`config.mk`:
```
export PLATFORM = sky130hd
export DESIGN_NAME = id3v2_first_picture_extractor_core_flat
export DESIGN_NICKNAME = d
export VERILOG_FILES = /design/src/sv/id3fp_pkg.sv /design/src/sv/id3fp_if.sv /design/src/sv/id3fp_parser.sv /design/src/sv/id3v2_first_picture_extractor_core.sv /design/src/flat_wrapper.sv
export SDC_FILE = /design/constraint.sdc
export NUM_CORES = 1
export LEC_CHECK = 0
export BUFFER_PORTS_ARGS = -buffer_cell sky130_fd_sc_hd__buf_2
export CAP_MARGIN = 10
export CORE_ASPECT_RATIO = 0.6
export CORE_MARGIN = 4
export CORE_UTILIZATION = 60
export CTS_BUF_LIST = sky130_fd_sc_hd__clkbuf_8
export CTS_CLUSTER_DIAMETER = 100
export DETAILED_ROUTE_END_ITERATION = 10
export PLACE_DENSITY = 0.84
export SETUP_SLACK_MARGIN = 0.05
export SYNTH_ARGS = -nofsm -noshare
export SYNTH_HDL_FRONTEND = slang
export SYNTH_SLANG_ARGS = --single-unit
```
`constraint.sdc`:
```
create_clock -name clock -period 11.3 [get_ports clock]
set_clock_uncertainty 0.1 [all_clocks]
set_input_delay 3.39 -clock clock [delete_from_list [all_inputs] [get_ports clock]]
set_output_delay 3.39 -clock clock [all_outputs]
set_load 0.01 [all_outputs]
```
`src/sv/id3fp_pkg.sv`:
```
`default_nettype none
// ============================================================================
// id3fp_pkg
// Shared types, codes and helpers of the ID3v2 first-picture extractor.
// ============================================================================
package id3fp_pkg;

   // Default width of tag, frame and position counters
   localparam int SIZE_BITS_DEFAULT = 29;

   // Header constants
   localparam logic [7:0]  MAGIC_I   = 8'h49;
   localparam logic [7:0]  MAGIC_D   = 8'h44;
   localparam logic [7:0]  MAGIC_3   = 8'h33;
   localparam logic [7:0]  VER_3     = 8'h03;
   localparam logic [7:0]  VER_4     = 8'h04;
   localparam int          UNSYNC_BIT = 7;
   localparam int          EXTHDR_BIT = 6;
   localparam logic [31:0] ID_APIC   = 32'h41504943;
   localparam logic [7:0]  ENC_UTF16 = 8'h01;
   localparam logic [7:0]  ENC_UTF16BE = 8'h02;

   // Parse phases, one-hot
   typedef enum logic [10:0] {
      PH_HDR    = 11'b000_0000_0001,
      PH_EXTSZ  = 11'b000_0000_0010,
      PH_FHDR   = 11'b000_0000_0100,
      PH_SKIP   = 11'b000_0000_1000,
      PH_ENC    = 11'b000_0001_0000,
      PH_MIME   = 11'b000_0010_0000,
      PH_TYPE   = 11'b000_0100_0000,
      PH_DESC_A = 11'b000_1000_0000,
      PH_DESC_B = 11'b001_0000_0000,
      PH_DATA   = 11'b010_0000_0000,
      PH_DONE   = 11'b100_0000_0000
   } phase_type;

   // Result status codes
   typedef enum logic [1:0] {
      ST_DATA  = 2'd0,
      ST_FINAL = 2'd1,
      ST_NOPIC = 2'd2,
      ST_TRUNC = 2'd3
   } status_type;

   // Result word from the parser to the output register
   typedef struct packed {
      logic       valid;
      logic [7:0] picture_byte;
      status_type status;
      logic       last;
   } result_type;

   // Synchsafe size: 7-bit groups, raw bytes ORed without masking bit 7
   function automatic logic [28:0] synchsafe(input logic [31:0] v);
      synchsafe = {v[31:24], 21'b0} | {7'b0, v[23:16], 14'b0} |
                  {14'b0, v[15:8], 7'b0} | {21'b0, v[7:0]};
   endfunction

endpackage
`default_nettype wire

```
`src/sv/id3fp_if.sv`:
```
`default_nettype none
// ============================================================================
// id3fp_if
// Valid/ready channels of the extractor: file bytes in, picture words out.
// ============================================================================
interface id3fp_req_if;
   logic       valid;
   logic       ready;
   logic [7:0] file_byte;
   logic       end_of_file;

   modport source (output valid, file_byte, end_of_file, input ready);
   modport sink   (input valid, file_byte, end_of_file, output ready);
endinterface

interface id3fp_rsp_if;
   logic       valid;
   logic       ready;
   logic [7:0] picture_byte;
   logic [1:0] status;
   logic       last;

   modport source (output valid, picture_byte, status, last, input ready);
   modport sink   (input valid, picture_byte, status, last, output ready);
endinterface
`default_nettype wire

```
`src/sv/id3fp_parser.sv`:
```
`default_nettype none
// ============================================================================
// id3fp_parser
// Tag and frame parse state; one byte per take, result word combinational.
// ============================================================================
module id3fp_parser #(
   parameter int SIZE_BITS = id3fp_pkg::SIZE_BITS_DEFAULT
) (
   input  wire logic                   clock,
   input  wire logic                   reset,
   input  wire logic                   take,
   input  wire logic [7:0]             file_byte,
   input  wire logic                   end_of_file,
   output id3fp_pkg::result_type       result
);

   localparam logic [32:0] SIZE_MASK = (33'd1 << SIZE_BITS) - 33'd1;

   // State
   id3fp_pkg::phase_type   phase_ff, phase_in;
   logic [SIZE_BITS-1:0]   pos_ff, pos_in;
   logic [SIZE_BITS-1:0]   tag_len_ff, tag_len_in;
   logic                   ver3_ff, ver3_in;
   logic                   ext_ff, ext_in;
   logic [31:0]            asm_ff, asm_in;
   logic [31:0]            fid_ff, fid_in;
   logic [SIZE_BITS-1:0]   flen_ff, flen_in;
   logic [15:0]            flags_ff, flags_in;
   logic [SIZE_BITS-1:0]   foff_ff, foff_in;
   logic                   wide_ff, wide_in;
   logic                   pair_ff, pair_in;

   // Shared arithmetic
   logic [SIZE_BITS-1:0]   pos_inc;
   logic [SIZE_BITS-1:0]   foff_inc;
   logic [31:0]            asm_shift;
   logic [15:0]            flags_shift;
   logic [32:0]            hdr_size;
   logic                   hdr_no_room;
   logic                   walk_no_room;
   logic [32:0]            ext_raw;
   logic [32:0]            ext_target;
   logic                   ext_over;
   logic [32:0]            frm_size;
   logic                   frm_over;
   logic                   frame_end;
   logic                   was_done;
   id3fp_pkg::result_type  res;

   assign pos_inc     = pos_ff + SIZE_BITS'(1);
   assign foff_inc    = foff_ff + SIZE_BITS'(1);
   assign asm_shift   = {asm_ff[23:0], file_byte};
   assign flags_shift = {flags_ff[7:0], file_byte};

   // Tag size from header; a frame walk needs room for one frame header
   assign hdr_size    = 33'(id3fp_pkg::synchsafe(asm_shift));
   assign hdr_no_room = hdr_size < 33'd10;
   assign walk_no_room = (({1'b0, pos_inc}) + (SIZE_BITS+1)'(10)) > {1'b0, tag_len_ff};

   // Extended header skip length, at least the 4 size bytes
   assign ext_raw    = ver3_ff ? ({1'b0, asm_shift} + 33'd4)
                               : 33'(id3fp_pkg::synchsafe(asm_shift));
   assign ext_target = (ext_raw < 33'd4) ? 33'd4 : ext_raw;
   assign ext_over   = ({1'b0, ext_target} + 34'd10) > 34'(tag_len_ff);

   // Frame size check against tag end
   assign frm_size = ver3_ff ? {1'b0, asm_ff} : 33'(id3fp_pkg::synchsafe(asm_ff));
   assign frm_over = (frm_size == 33'd0) ||
                     ((34'(pos_inc) + {1'b0, frm_size}) > 34'(tag_len_ff));

   assign frame_end = foff_inc >= flen_ff;
   assign was_done  = (phase_ff == id3fp_pkg::PH_DONE);

   // Next state and result
   always_comb begin
      phase_in   = phase_ff;
      pos_in     = pos_ff;
      tag_len_in = tag_len_ff;
      ver3_in    = ver3_ff;
      ext_in     = ext_ff;
      asm_in     = asm_ff;
      fid_in     = fid_ff;
      flen_in    = flen_ff;
      flags_in   = flags_ff;
      foff_in    = foff_ff;
      wide_in    = wide_ff;
      pair_in    = pair_ff;
      res.valid        = 1'b0;
      res.picture_byte = 8'd0;
      res.status       = id3fp_pkg::ST_NOPIC;
      res.last         = 1'b0;

      unique case (phase_ff)
         id3fp_pkg::PH_HDR: begin
            pos_in = pos_inc;
            if (pos_ff >= SIZE_BITS'(6)) begin
               asm_in = asm_shift;
            end
            if ((pos_ff == SIZE_BITS'(0) && file_byte != id3fp_pkg::MAGIC_I) ||
                (pos_ff == SIZE_BITS'(1) && file_byte != id3fp_pkg::MAGIC_D) ||
                (pos_ff == SIZE_BITS'(2) && file_byte != id3fp_pkg::MAGIC_3) ||
                (pos_ff == SIZE_BITS'(3) && file_byte != id3fp_pkg::VER_3 &&
                 file_byte != id3fp_pkg::VER_4) ||
                (pos_ff == SIZE_BITS'(5) && file_byte[id3fp_pkg::UNSYNC_BIT])) begin
               phase_in  = id3fp_pkg::PH_DONE;
               res.valid = 1'b1;
            end else if (pos_ff == SIZE_BITS'(3)) begin
               ver3_in = (file_byte == id3fp_pkg::VER_3);
            end else if (pos_ff == SIZE_BITS'(5)) begin
               ext_in = file_byte[id3fp_pkg::EXTHDR_BIT];
            end else if (pos_ff == SIZE_BITS'(9)) begin
               pos_in     = '0;
               tag_len_in = hdr_size[SIZE_BITS-1:0];
               foff_in    = '0;
               if (hdr_size > SIZE_MASK) begin
                  phase_in  = id3fp_pkg::PH_DONE;
                  res.valid = 1'b1;
               end else if (ext_ff) begin
                  if (hdr_size < 33'd4) begin
                     phase_in  = id3fp_pkg::PH_DONE;
                     res.valid = 1'b1;
                  end else begin
                     phase_in = id3fp_pkg::PH_EXTSZ;
                  end
               end else if (hdr_no_room) begin
                  phase_in  = id3fp_pkg::PH_DONE;
                  res.valid = 1'b1;
               end else begin
                  phase_in = id3fp_pkg::PH_FHDR;
               end
            end
         end

         id3fp_pkg::PH_EXTSZ: begin
            pos_in  = pos_inc;
            asm_in  = asm_shift;
            foff_in = foff_inc;
            if (foff_ff == SIZE_BITS'(3)) begin
               foff_in = '0;
               if (ext_over) begin
                  phase_in  = id3fp_pkg::PH_DONE;
                  res.valid = 1'b1;
               end else if (ext_target == 33'd4) begin
                  if (walk_no_room) begin
                     phase_in  = id3fp_pkg::PH_DONE;
                     res.valid = 1'b1;
                  end else begin
                     phase_in = id3fp_pkg::PH_FHDR;
                  end
               end else begin
                  flen_in  = SIZE_BITS'(ext_target - 33'd4);
                  phase_in = id3fp_pkg::PH_SKIP;
               end
            end
         end

         id3fp_pkg::PH_FHDR: begin
            pos_in  = pos_inc;
            foff_in = foff_inc;
            if (foff_ff == SIZE_BITS'(0) && file_byte == 8'd0) begin
               // padding reached
               phase_in  = id3fp_pkg::PH_DONE;
               res.valid = 1'b1;
            end else begin
               if (foff_ff < SIZE_BITS'(4)) begin
                  fid_in = {fid_ff[23:0], file_byte};
               end else if (foff_ff < SIZE_BITS'(8)) begin
                  asm_in = asm_shift;
               end else begin
                  flags_in = flags_shift;
               end
               if (foff_ff == SIZE_BITS'(9)) begin
                  foff_in = '0;
                  if (frm_over) begin
                     phase_in  = id3fp_pkg::PH_DONE;
                     res.valid = 1'b1;
                  end else begin
                     flen_in = frm_size[SIZE_BITS-1:0];
                     if (fid_ff == id3fp_pkg::ID_APIC && flags_shift == 16'd0 &&
                         frm_size >= 33'd2) begin
                        phase_in = id3fp_pkg::PH_ENC;
                     end else begin
                        phase_in = id3fp_pkg::PH_SKIP;
                     end
                  end
               end
            end
         end

         id3fp_pkg::PH_DATA: begin
            pos_in           = pos_inc;
            foff_in          = foff_inc;
            res.valid        = 1'b1;
            res.picture_byte = file_byte;
            if (frame_end) begin
               phase_in   = id3fp_pkg::PH_DONE;
               res.status = id3fp_pkg::ST_FINAL;
            end else begin
               res.status = id3fp_pkg::ST_DATA;
            end
         end

         id3fp_pkg::PH_SKIP, id3fp_pkg::PH_ENC, id3fp_pkg::PH_MIME,
         id3fp_pkg::PH_TYPE, id3fp_pkg::PH_DESC_A, id3fp_pkg::PH_DESC_B: begin
            pos_in  = pos_inc;
            foff_in = foff_inc;
            case (phase_ff)
               id3fp_pkg::PH_ENC: begin
                  wide_in  = (file_byte == id3fp_pkg::ENC_UTF16) ||
                             (file_byte == id3fp_pkg::ENC_UTF16BE);
                  phase_in = id3fp_pkg::PH_MIME;
               end
               id3fp_pkg::PH_MIME: begin
                  if (file_byte == 8'd0) begin
                     phase_in = id3fp_pkg::PH_TYPE;
                  end
               end
               id3fp_pkg::PH_TYPE: begin
                  pair_in  = 1'b0;
                  phase_in = id3fp_pkg::PH_DESC_A;
               end
               id3fp_pkg::PH_DESC_A: begin
                  if (wide_ff) begin
                     pair_in  = (file_byte == 8'd0);
                     phase_in = id3fp_pkg::PH_DESC_B;
                  end else if (file_byte == 8'd0) begin
                     phase_in = id3fp_pkg::PH_DATA;
                  end
               end
               id3fp_pkg::PH_DESC_B: begin
                  phase_in = (pair_ff && file_byte == 8'd0) ? id3fp_pkg::PH_DATA
                                                            : id3fp_pkg::PH_DESC_A;
               end
               default: begin
               end
            endcase
            // frame exhausted: move to the next frame header
            if (frame_end) begin
               foff_in = '0;
               if (walk_no_room) begin
                  phase_in  = id3fp_pkg::PH_DONE;
                  res.valid = 1'b1;
               end else begin
                  phase_in = id3fp_pkg::PH_FHDR;
               end
            end
         end

         default: begin
         end
      endcase

      // End of file: truncated unless the file was already concluded or this byte concluded it
      if (end_of_file && !was_done &&
          (!res.valid || res.status == id3fp_pkg::ST_DATA)) begin
         res.valid        = 1'b1;
         res.status       = id3fp_pkg::ST_TRUNC;
         res.picture_byte = 8'd0;
      end
      res.last = (res.status != id3fp_pkg::ST_DATA);
   end

   assign result = res;

   // State registers; end of file returns to the reset state
   always_ff @(posedge clock) begin
      if (reset || (take && end_of_file)) begin
         phase_ff   <= id3fp_pkg::PH_HDR;
         pos_ff     <= '0;
         tag_len_ff <= '0;
         ver3_ff    <= 1'b0;
         ext_ff     <= 1'b0;
         asm_ff     <= '0;
         fid_ff     <= '0;
         flen_ff    <= '0;
         flags_ff   <= '0;
         foff_ff    <= '0;
         wide_ff    <= 1'b0;
         pair_ff    <= 1'b0;
      end else if (take) begin
         phase_ff   <= phase_in;
         pos_ff     <= pos_in;
         tag_len_ff <= tag_len_in;
         ver3_ff    <= ver3_in;
         ext_ff     <= ext_in;
         asm_ff     <= asm_in;
         fid_ff     <= fid_in;
         flen_ff    <= flen_in;
         flags_ff   <= flags_in;
         foff_ff    <= foff_in;
         wide_ff    <= wide_in;
         pair_ff    <= pair_in;
      end
   end

`ifndef NO_ASSERTIONS
   // End of file always restarts at the tag header
   a_eof_restart: assert property (@(posedge clock) disable iff (reset)
      take && end_of_file |=> phase_ff == id3fp_pkg::PH_HDR)
      else $error("parser did not restart after end of file");

   // A final result leaves the parser concluded or restarted
   a_last_done: assert property (@(posedge clock) disable iff (reset)
      take && res.valid && res.last |=>
         (phase_ff == id3fp_pkg::PH_DONE || phase_ff == id3fp_pkg::PH_HDR))
      else $error("parser kept parsing after a final result");

   // A concluded parser produces nothing until end of file
   a_done_quiet: assert property (@(posedge clock) disable iff (reset)
      was_done && !end_of_file |-> !res.valid)
      else $error("result produced after conclusion");
`endif

endmodule
`default_nettype wire

```
`src/sv/id3v2_first_picture_extractor_core.sv`:
```
`default_nettype none
// ============================================================================
// id3v2_first_picture_extractor_core
// Streams the picture bytes of the first plain APIC frame of an ID3v2 tag.
// ============================================================================
// One file byte is taken per cycle, back to back, unless the result port stalls;
// the parse logic is combinational and each result word is captured in an output
// register. The input stays ready while that register is empty or is being
// drained in the same cycle, so a stalled result port holds the input off.
// Words with status 0 carry picture bytes, status 1 the final one; status 2
// (no picture) and 3 (file ended early) end a file. After a word with last
// set, bytes give no word until the end_of_file byte, which rearms the block.
module id3v2_first_picture_extractor_core #(
   parameter int SIZE_BITS = id3fp_pkg::SIZE_BITS_DEFAULT
) (
   input  wire logic  clock,
   input  wire logic  reset,
   id3fp_req_if.sink  req_if,
   id3fp_rsp_if.source rsp_if
);

   id3fp_pkg::result_type result;
   logic                  take;

   logic                  out_valid_ff, out_valid_in;
   logic [7:0]            out_byte_ff;
   logic [1:0]            out_status_ff;
   logic                  out_last_ff;

   // Input handshake
   assign req_if.ready = !out_valid_ff || rsp_if.ready;
   assign take         = req_if.valid && req_if.ready;

   id3fp_parser #(
      .SIZE_BITS (SIZE_BITS)
   ) u_parser (
      .clock       (clock),
      .reset       (reset),
      .take        (take),
      .file_byte   (req_if.file_byte),
      .end_of_file (req_if.end_of_file),
      .result      (result)
   );

   // Output register
   always_comb begin
      out_valid_in = out_valid_ff;
      if (take) begin
         out_valid_in = result.valid;
      end else if (rsp_if.ready) begin
         out_valid_in = 1'b0;
      end
   end

   always_ff @(posedge clock) begin
      if (reset) begin
         out_valid_ff <= 1'b0;
      end else begin
         out_valid_ff <= out_valid_in;
      end
   end

   always_ff @(posedge clock) begin
      if (take) begin
         out_byte_ff   <= result.picture_byte;
         out_status_ff <= result.status;
         out_last_ff   <= result.last;
      end
   end

   assign rsp_if.valid        = out_valid_ff;
   assign rsp_if.picture_byte = out_byte_ff;
   assign rsp_if.status       = out_status_ff;
   assign rsp_if.last         = out_last_ff;

`ifndef NO_ASSERTIONS
   // A held result word blocks new bytes
   a_stall_blocks: assert property (@(posedge clock) disable iff (reset)
      rsp_if.valid && !rsp_if.ready |-> !req_if.ready)
      else $error("input accepted while result word stalled");

   // Last marks every word but a plain picture byte
   a_last_code: assert property (@(posedge clock) disable iff (reset)
      rsp_if.valid |->
         (rsp_if.last == (rsp_if.status != id3fp_pkg::ST_DATA)))
      else $error("last flag disagrees with status");

   // No-picture and truncation words carry a zero byte
   a_zero_byte: assert property (@(posedge clock) disable iff (reset)
      rsp_if.valid && (rsp_if.status == id3fp_pkg::ST_NOPIC ||
                       rsp_if.status == id3fp_pkg::ST_TRUNC) |->
         rsp_if.picture_byte == 8'd0)
      else $error("status word with nonzero picture byte");
`endif

endmodule
`default_nettype wire

```
`src/flat_wrapper.sv`:
```
// flat-port wrapper written by rule: the top's interface ports become plain ports
module id3v2_first_picture_extractor_core_flat 
#(
   parameter int SIZE_BITS = id3fp_pkg::SIZE_BITS_DEFAULT
)
  (clock, reset, req_if_valid, req_if_file_byte, req_if_end_of_file, req_if_ready, rsp_if_valid, rsp_if_picture_byte, rsp_if_status, rsp_if_last, rsp_if_ready);
  id3fp_req_if req_if_i ();
  id3fp_rsp_if rsp_if_i ();
  input  wire logic clock;
  input  wire logic reset;
  input wire logic [$bits(req_if_i.valid)-1:0] req_if_valid;
  input wire logic [$bits(req_if_i.file_byte)-1:0] req_if_file_byte;
  input wire logic [$bits(req_if_i.end_of_file)-1:0] req_if_end_of_file;
  output wire logic [$bits(req_if_i.ready)-1:0] req_if_ready;
  output wire logic [$bits(rsp_if_i.valid)-1:0] rsp_if_valid;
  output wire logic [$bits(rsp_if_i.picture_byte)-1:0] rsp_if_picture_byte;
  output wire logic [$bits(rsp_if_i.status)-1:0] rsp_if_status;
  output wire logic [$bits(rsp_if_i.last)-1:0] rsp_if_last;
  input wire logic [$bits(rsp_if_i.ready)-1:0] rsp_if_ready;
  assign req_if_i.valid = req_if_valid;
  assign req_if_i.file_byte = req_if_file_byte;
  assign req_if_i.end_of_file = req_if_end_of_file;
  assign req_if_ready = req_if_i.ready;
  assign rsp_if_valid = rsp_if_i.valid;
  assign rsp_if_picture_byte = rsp_if_i.picture_byte;
  assign rsp_if_status = rsp_if_i.status;
  assign rsp_if_last = rsp_if_i.last;
  assign rsp_if_i.ready = rsp_if_ready;
  id3v2_first_picture_extractor_core #(.SIZE_BITS(SIZE_BITS)) u_core (.clock(clock), .reset(reset), .req_if(req_if_i), .rsp_if(rsp_if_i));
endmodule
```
# == After elaboration in Yosys (flattened, before gate mapping) ==
# Cells that the tools add are included.
# totals
out_inout_bits,13
regBits,215
inputBits,13
word_cells,229
# classes
addsub,7
n_mux,77
n_eq_ne,50
magnitude_cmp,12
bitwise_logic,13
reduce_logical,54
# op_table
operator,n
two-way mux 29 bit,18
two-way mux 11 bit,21
two-way mux 32 bit,5
case mux 29 bit (5 select lines),1
case mux 29 bit (2 select lines),2
case mux 11 bit (5 select lines),2
case mux 32 bit (3 select lines),1
== test 29 x 2 -> 1 bit (second input constant),3
two-way mux 33 bit,2
adder 29 x 1 -> 29 bit (second input constant),2
== test 29 x 4 -> 1 bit (second input constant),2
logical NOT 29 bit,2
< comparator 29 x 3 -> 1 bit (second input constant),2
< comparator 29 x 4 -> 1 bit (second input constant),2
bitwise OR 29 x 15 -> 29 bit,2
bitwise OR 29 x 22 -> 29 bit,2
bitwise OR 29 x 8 -> 29 bit,2
adder 33 x 4 -> 34 bit (second input constant),1
> comparator 34 x 29 -> 1 bit,1
adder 29 x 32 -> 33 bit,1
adder 32 x 3 -> 33 bit (second input constant),1
== test 33 x 3 -> 1 bit (second input constant),1
> comparator 33 x 29 -> 1 bit,1
logical NOT 33 bit,1
58 further kinds,135

# == Longest topological paths before layout ==
# depth
depth_word,17
ltp_mapped,36
ltp_nobuf,30

# == By module ==
# Synthesis repeated with hierarchy kept, for this count alone.
# hier_totals
cells_unflattened,2500
area_unflattened_um2,18677.9
# modules_own_cells
mod,area_per_inst_um2,seq_area_each_um2,cells_each,n_inst
id3fp_parser,18296.3,4063.9,2484,1
id3v2_first_picture_extractor_core,381.6,350.3,16,1

# == Worst setup path before layout ==
# No wires, ideal clock.
# synth_timing
kind,input to register
startpoint,input port req_if_file_byte[2]
endpoint,register u_core.u_parser.flen_ff[21]
cell_stages,31
arrival_ns,10.621
setup_slack_ns,0.507
setup_ns,0.072
t_required_ns,11.128
cell_sequence,buf_2 nand4_1 or4_1 o211a_1 or4_1 nor3_1 nand3_1 o21ai_0 ha_1 o2bb2ai_1 a211oi_1 nand3b_1 nand4bb_1 nand4b_1 or4_1 clkbuf_1 nor2_1 xnor2_1 ha_1 a21o_1 a21o_1 nor2_1 and4_1 and3b_1 a221oi_1 a221oi_4 nor2_2 a2111oi_4 buf_6 buf_12 mux2i_1
# synth_between
elab_chain_len,9
# synth_lines
element,line,rtl
"start, declared",flat_wrapper.sv:12,input wire logic [$bits(req_if_i.file_byte)-1:0] req_if_file_byte;
"parallel branches: the longest is 9 deep, another holds adder 33 x 4 -> 34 bit",--,
"end signal, assigned",id3fp_parser.sv:288,flen_ff <= flen_in;
"end, declared",id3fp_parser.sv:27,"logic [SIZE_BITS-1:0] flen_ff, flen_in;"
# Parallel ways; which one is timed is not known. The select of a mux whose other input is x is not followed.
# A chain may end at the register's enable or synchronous reset.

# == Final worst setup path ==
# layout_timing
startpoint,input port req_if_file_byte[2]
endpoint,register u_core.u_parser.flen_ff[26]
# Same word-level chain as after synthesis.

==> run metrics <==
x dimension of the die 235 um; Antenna Violating Nets Remaining 0; sort of element at the end of the critical path flop; setup slack of the worst register-to-register path 1.29 ns; register bit total from synthesis 215; maximum buffer depth of the clock tree 3; final max-slew violation count 0; number of synthesis warnings 0; required time of the critical path 11.69 ns; average routed wire per standard cell 22.4 um; number of rows in the core area 49; Net Count, Synth 2690; root buf cell sky130_fd_sc_hd__clkbuf_8; R2R Path Start u_core.u_parser.pos_ff[0]$_SDFFE_PP0P_; total via count in the routed design 19400; sequential fraction of the synthesis area 0.237; FFs w/ async S/R, synth 0; total CTS buffers 36; CP Data Arrival Time 11.35 ns; fraction of the core area covered by cells at the end of the flow 0.663; highest achievable clock rate 0.0913 GHz; core box area 30300 sq um; routability-driven placement congestion ratio 1.01; worst hold path depth 2; die outline height 144 um; Reg2Reg Capture Point u_core.rsp_if.picture_byte[0]$_SDFFCE_PP0P_; # setup viols final 0; final hold slack 0.349 ns; power per standard cell area 115 nW/um^2; Period Utilization, post-route 0.969; clock transition time at the flip-flop clock pins of the worst setup and hold paths 0.06 ns; Max VDD drop 0.000144 V; DPL Wire Length 49.6 mm; type of the most critical hold path flop to flop; Area Overhead vs Synth 7.83%; gate count after technology mapping 2516; Max stage delay cell, worst path sky130_fd_sc_hd__or4_1; Cell Area, Synth 18600 sq um; Buffers on Ports 25; max capacitance violation total 0; Least-Margin Pin Slew 1.26 ns; most frequently used flop master after synthesis sky130_fd_sc_hd__dfxtp_1; area enclosed by the die boundary 34000 sq um; antenna violations before repair 2; mean instance size in the synthesized netlist 7.40 sq um; GR Util All Layers 0.371; Post-CTS Setup Repair Bufs 0; number of nets in the layout 2678; path depth of the worst reg2reg path 30; final routed DRC violation total 0; number of global-route vias before repair 17500; number of enable flip-flop cells after synthesis 11; hold path startpoint u_core.u_parser.fid_ff[30]$_SDFFE_PP0P_; relative slew slack 0.152; Yosys cell types 87; Ports 26; result of the run completed; Post-CTS Hold Fix Bufs 0; Num Clock Sinks 215; worst setup path class input port to flop; setup repair after global routing missed its margin no; GRT overflow 0; startpoint type of the worst setup path input port; TritonCTS clock tree done; largest stage delay on the critical path 0.71 ns; detailed-router iteration count before antenna repair 6; detailed-route wire length 65.8 mm; fraction of layout instances using a drive strength above 1 0.0842; initial core utilization 0.615; standby leakage power 7.69 nW; H-tree depth reported by CTS 2; mean number of vias per cell 6.60; wire length of the first global-routing pass 100 mm; post-route minimum period 10.95 ns; pin count of the biggest net entering global routing 74; clock latency reported for the late side of the worst-skew pair 0.61 ns; number of hold violations in the final report 0; hold endpoint u_core.u_parser.fid_ff[30]$_SDFFE_PP0P_; largest driver fanout on the critical path 29; summed area of non-filler cells in the final layout 20100 sq um; initial DRC count 2755; placed cell area 19300 sq um
==> per-layer routing <==
metal / GRT usage / routed length (um) / vias to the layer above
met5: 0 / 27 / -
met4: 0.107 / 1980 / 4
met3: 0.109 / 8520 / 138
met2: 0.522 / 25500 / 1153
met1: 0.548 / 29700 / 9090
li1: - / - / 9010
==> Yosys cell counts, types with 65 or more instances <==
library cell | number | area (sq um)
sky130_fd_sc_hd__nand2_1 | 372 | 1400
sky130_fd_sc_hd__inv_1 | 104 | 390
sky130_fd_sc_hd__nand3_1 | 86 | 430
sky130_fd_sc_hd__dfxtp_1 | 204 | 4080
sky130_fd_sc_hd__ha_1 | 160 | 2000
sky130_fd_sc_hd__a21oi_1 | 199 | 996
sky130_fd_sc_hd__nor2_1 | 196 | 736
sky130_fd_sc_hd__o21ai_0 | 108 | 541
sky130_fd_sc_hd__clkbuf_1 | 126 | 473
sky130_fd_sc_hd__xnor2_1 | 109 | 955
sky130_fd_sc_hd__xor2_1 | 67 | 587
sky130_fd_sc_hd__nor3_1 | 65 | 325
sky130_fd_sc_hd__mux2i_1 | 66 | 661
==> how the worst max path moves through the flow <==
| stage | startpoint | endpoint | slack [ns] | cells after the start |
|---|---|---|---|---|
| 6_report | req_if_file_byte[2] | u_core.u_parser.flen_ff[26]$_SDFFE_PP0P_ | 0.35 | 30 |
| 5_1_grt | req_if_file_byte[2] | u_core.u_parser.flen_ff[19]$_SDFFE_PP0P_ | 0.13 | 31 |
| 4_1_cts | req_if_file_byte[2] | u_core.u_parser.flen_ff[25]$_SDFFE_PP0P_ | 0.43 | 31 |
| 3_5_place_dp | req_if_file_byte[2] | u_core.u_parser.flen_ff[19]$_SDFFE_PP0P_ | -0.15 | 31 |
| 3_3_place_gp | req_if_file_byte[2] | u_core.u_parser.flen_ff[21]$_SDFFE_PP0P_ | 0.04 | 31 |
| 2_1_floorplan | req_if_file_byte[2] | u_core.u_parser.flen_ff[21]$_SDFFE_PP0P_ | 0.51 | 31 |
==> through the flow <==
step / worst slack, ns / total power (W) / setup TNS, ns / instances
floorplan: 0.507 / 0.00130 / 0 / 2516
detailed placement: -0.153 / 0.00155 / -3.31 / 2872
finish: 0.346 / 0.00231 / 0 / 2939
global route: 0.128 / 0.00241 / 0 / 2938
CTS: 0.434 / 0.00228 / 0 / 2936
global placement: 0.0388 / 0.00154 / 0 / 2872
==> where the power goes <==
| group | total, W | switching (W) | internal [W] |
|---|---|---|---|
| clock network | 0.000734 | 0.000369 | 0.000365 |
| logic | 0.000749 | 0.000512 | 0.000238 |
| registers | 0.000831 | 0.0000450 | 0.000786 |
| total | 0.00231 | 0.000926 | 0.00139 |
==> layout by cell type (no fill, tap or decap), types with 18 or more instances in the layout <==
cell type                    n
sky130_fd_sc_hd__a211oi_1   18
sky130_fd_sc_hd__and2_1     19
sky130_fd_sc_hd__nand4_1    59
sky130_fd_sc_hd__inv_1     113
sky130_fd_sc_hd__dfxtp_1   203
sky130_fd_sc_hd__clkbuf_8   38
sky130_fd_sc_hd__nor3_1     65
sky130_fd_sc_hd__xor2_1     67
sky130_fd_sc_hd__nand3b_1   19
sky130_fd_sc_hd__and3_1     30
sky130_fd_sc_hd__nand3_1    85
sky130_fd_sc_hd__o21ai_0   106
sky130_fd_sc_hd__xnor2_1   109
sky130_fd_sc_hd__nand2b_1   24
sky130_fd_sc_hd__a21oi_1   196
sky130_fd_sc_hd__nor2b_1    19
sky130_fd_sc_hd__nor4_1     53
sky130_fd_sc_hd__nand2_1   372
sky130_fd_sc_hd__a31oi_1    27
sky130_fd_sc_hd__buf_4      80
sky130_fd_sc_hd__mux2i_1    66
sky130_fd_sc_hd__or3_1      33
sky130_fd_sc_hd__o211ai_1   32
sky130_fd_sc_hd__buf_2      25
sky130_fd_sc_hd__a21o_1     46
sky130_fd_sc_hd__ha_1      160
sky130_fd_sc_hd__nor2_1    195
==> cell families after synthesis <==
kind of cell	synth area share
AND/OR/NAND/NOR	0.288
AO/OA/AOI/OAI	0.187
buffers and inverters	0.0560
flip-flops	0.237
XOR/XNOR	0.0828
adder cells (fa/ha/maj)	0.109
multiplexers	0.0409
==> final cells by class <==
| type | count | area, sq um |
|---|---|---|
| clock buffer | 38 | 523 |
| fill | 2671 | 10200 |
| inverter | 105 | 394 |
| tap | 408 | 510 |
| sequential | 215 | 4420 |
| timing repair buffer | 108 | 788 |
| antenna | 1 | 2.50 |
| clock inverter | 26 | 196 |
| multi-input combinational | 2038 | 13200 |
==> critical path, delay by kind of cell <==
family,cells,cell delay [ns]
AO/OA/AOI/OAI,9,2.09
buffers and inverters,2,0.36
adder cells (fa/ha/maj),3,0.85
multiplexers,2,0.41
AND/OR/NAND/NOR,12,3.88
XOR/XNOR,2,0.33
==> what timing repair did <==
| action | in CTS | in global routing |
|---|---|---|
| hold endpoints to repair | 0 | 0 |
| resized for setup | 0 | 3 |
| endpoints found under the setup margin | 0 | 30 |
==> sequential cells by signal (all words and copies together) (netlist names) <==
register                    flops
u_core.rsp_if.last              1
u_core.rsp_if.picture_byte      8
u_core.rsp_if.status            2
u_core.rsp_if.valid             1
u_core.u_parser.asm_ff         32
u_core.u_parser.ext_ff          1
u_core.u_parser.fid_ff         32
u_core.u_parser.flags_ff        8
u_core.u_parser.flen_ff        29
u_core.u_parser.foff_ff        29
u_core.u_parser.pair_ff         1
u_core.u_parser.phase_ff       11
u_core.u_parser.pos_ff         29
u_core.u_parser.tag_len_ff     29
u_core.u_parser.ver3_ff         1
u_core.u_parser.wide_ff         1
No activity file was read; power rests on OpenSTA's default activity.
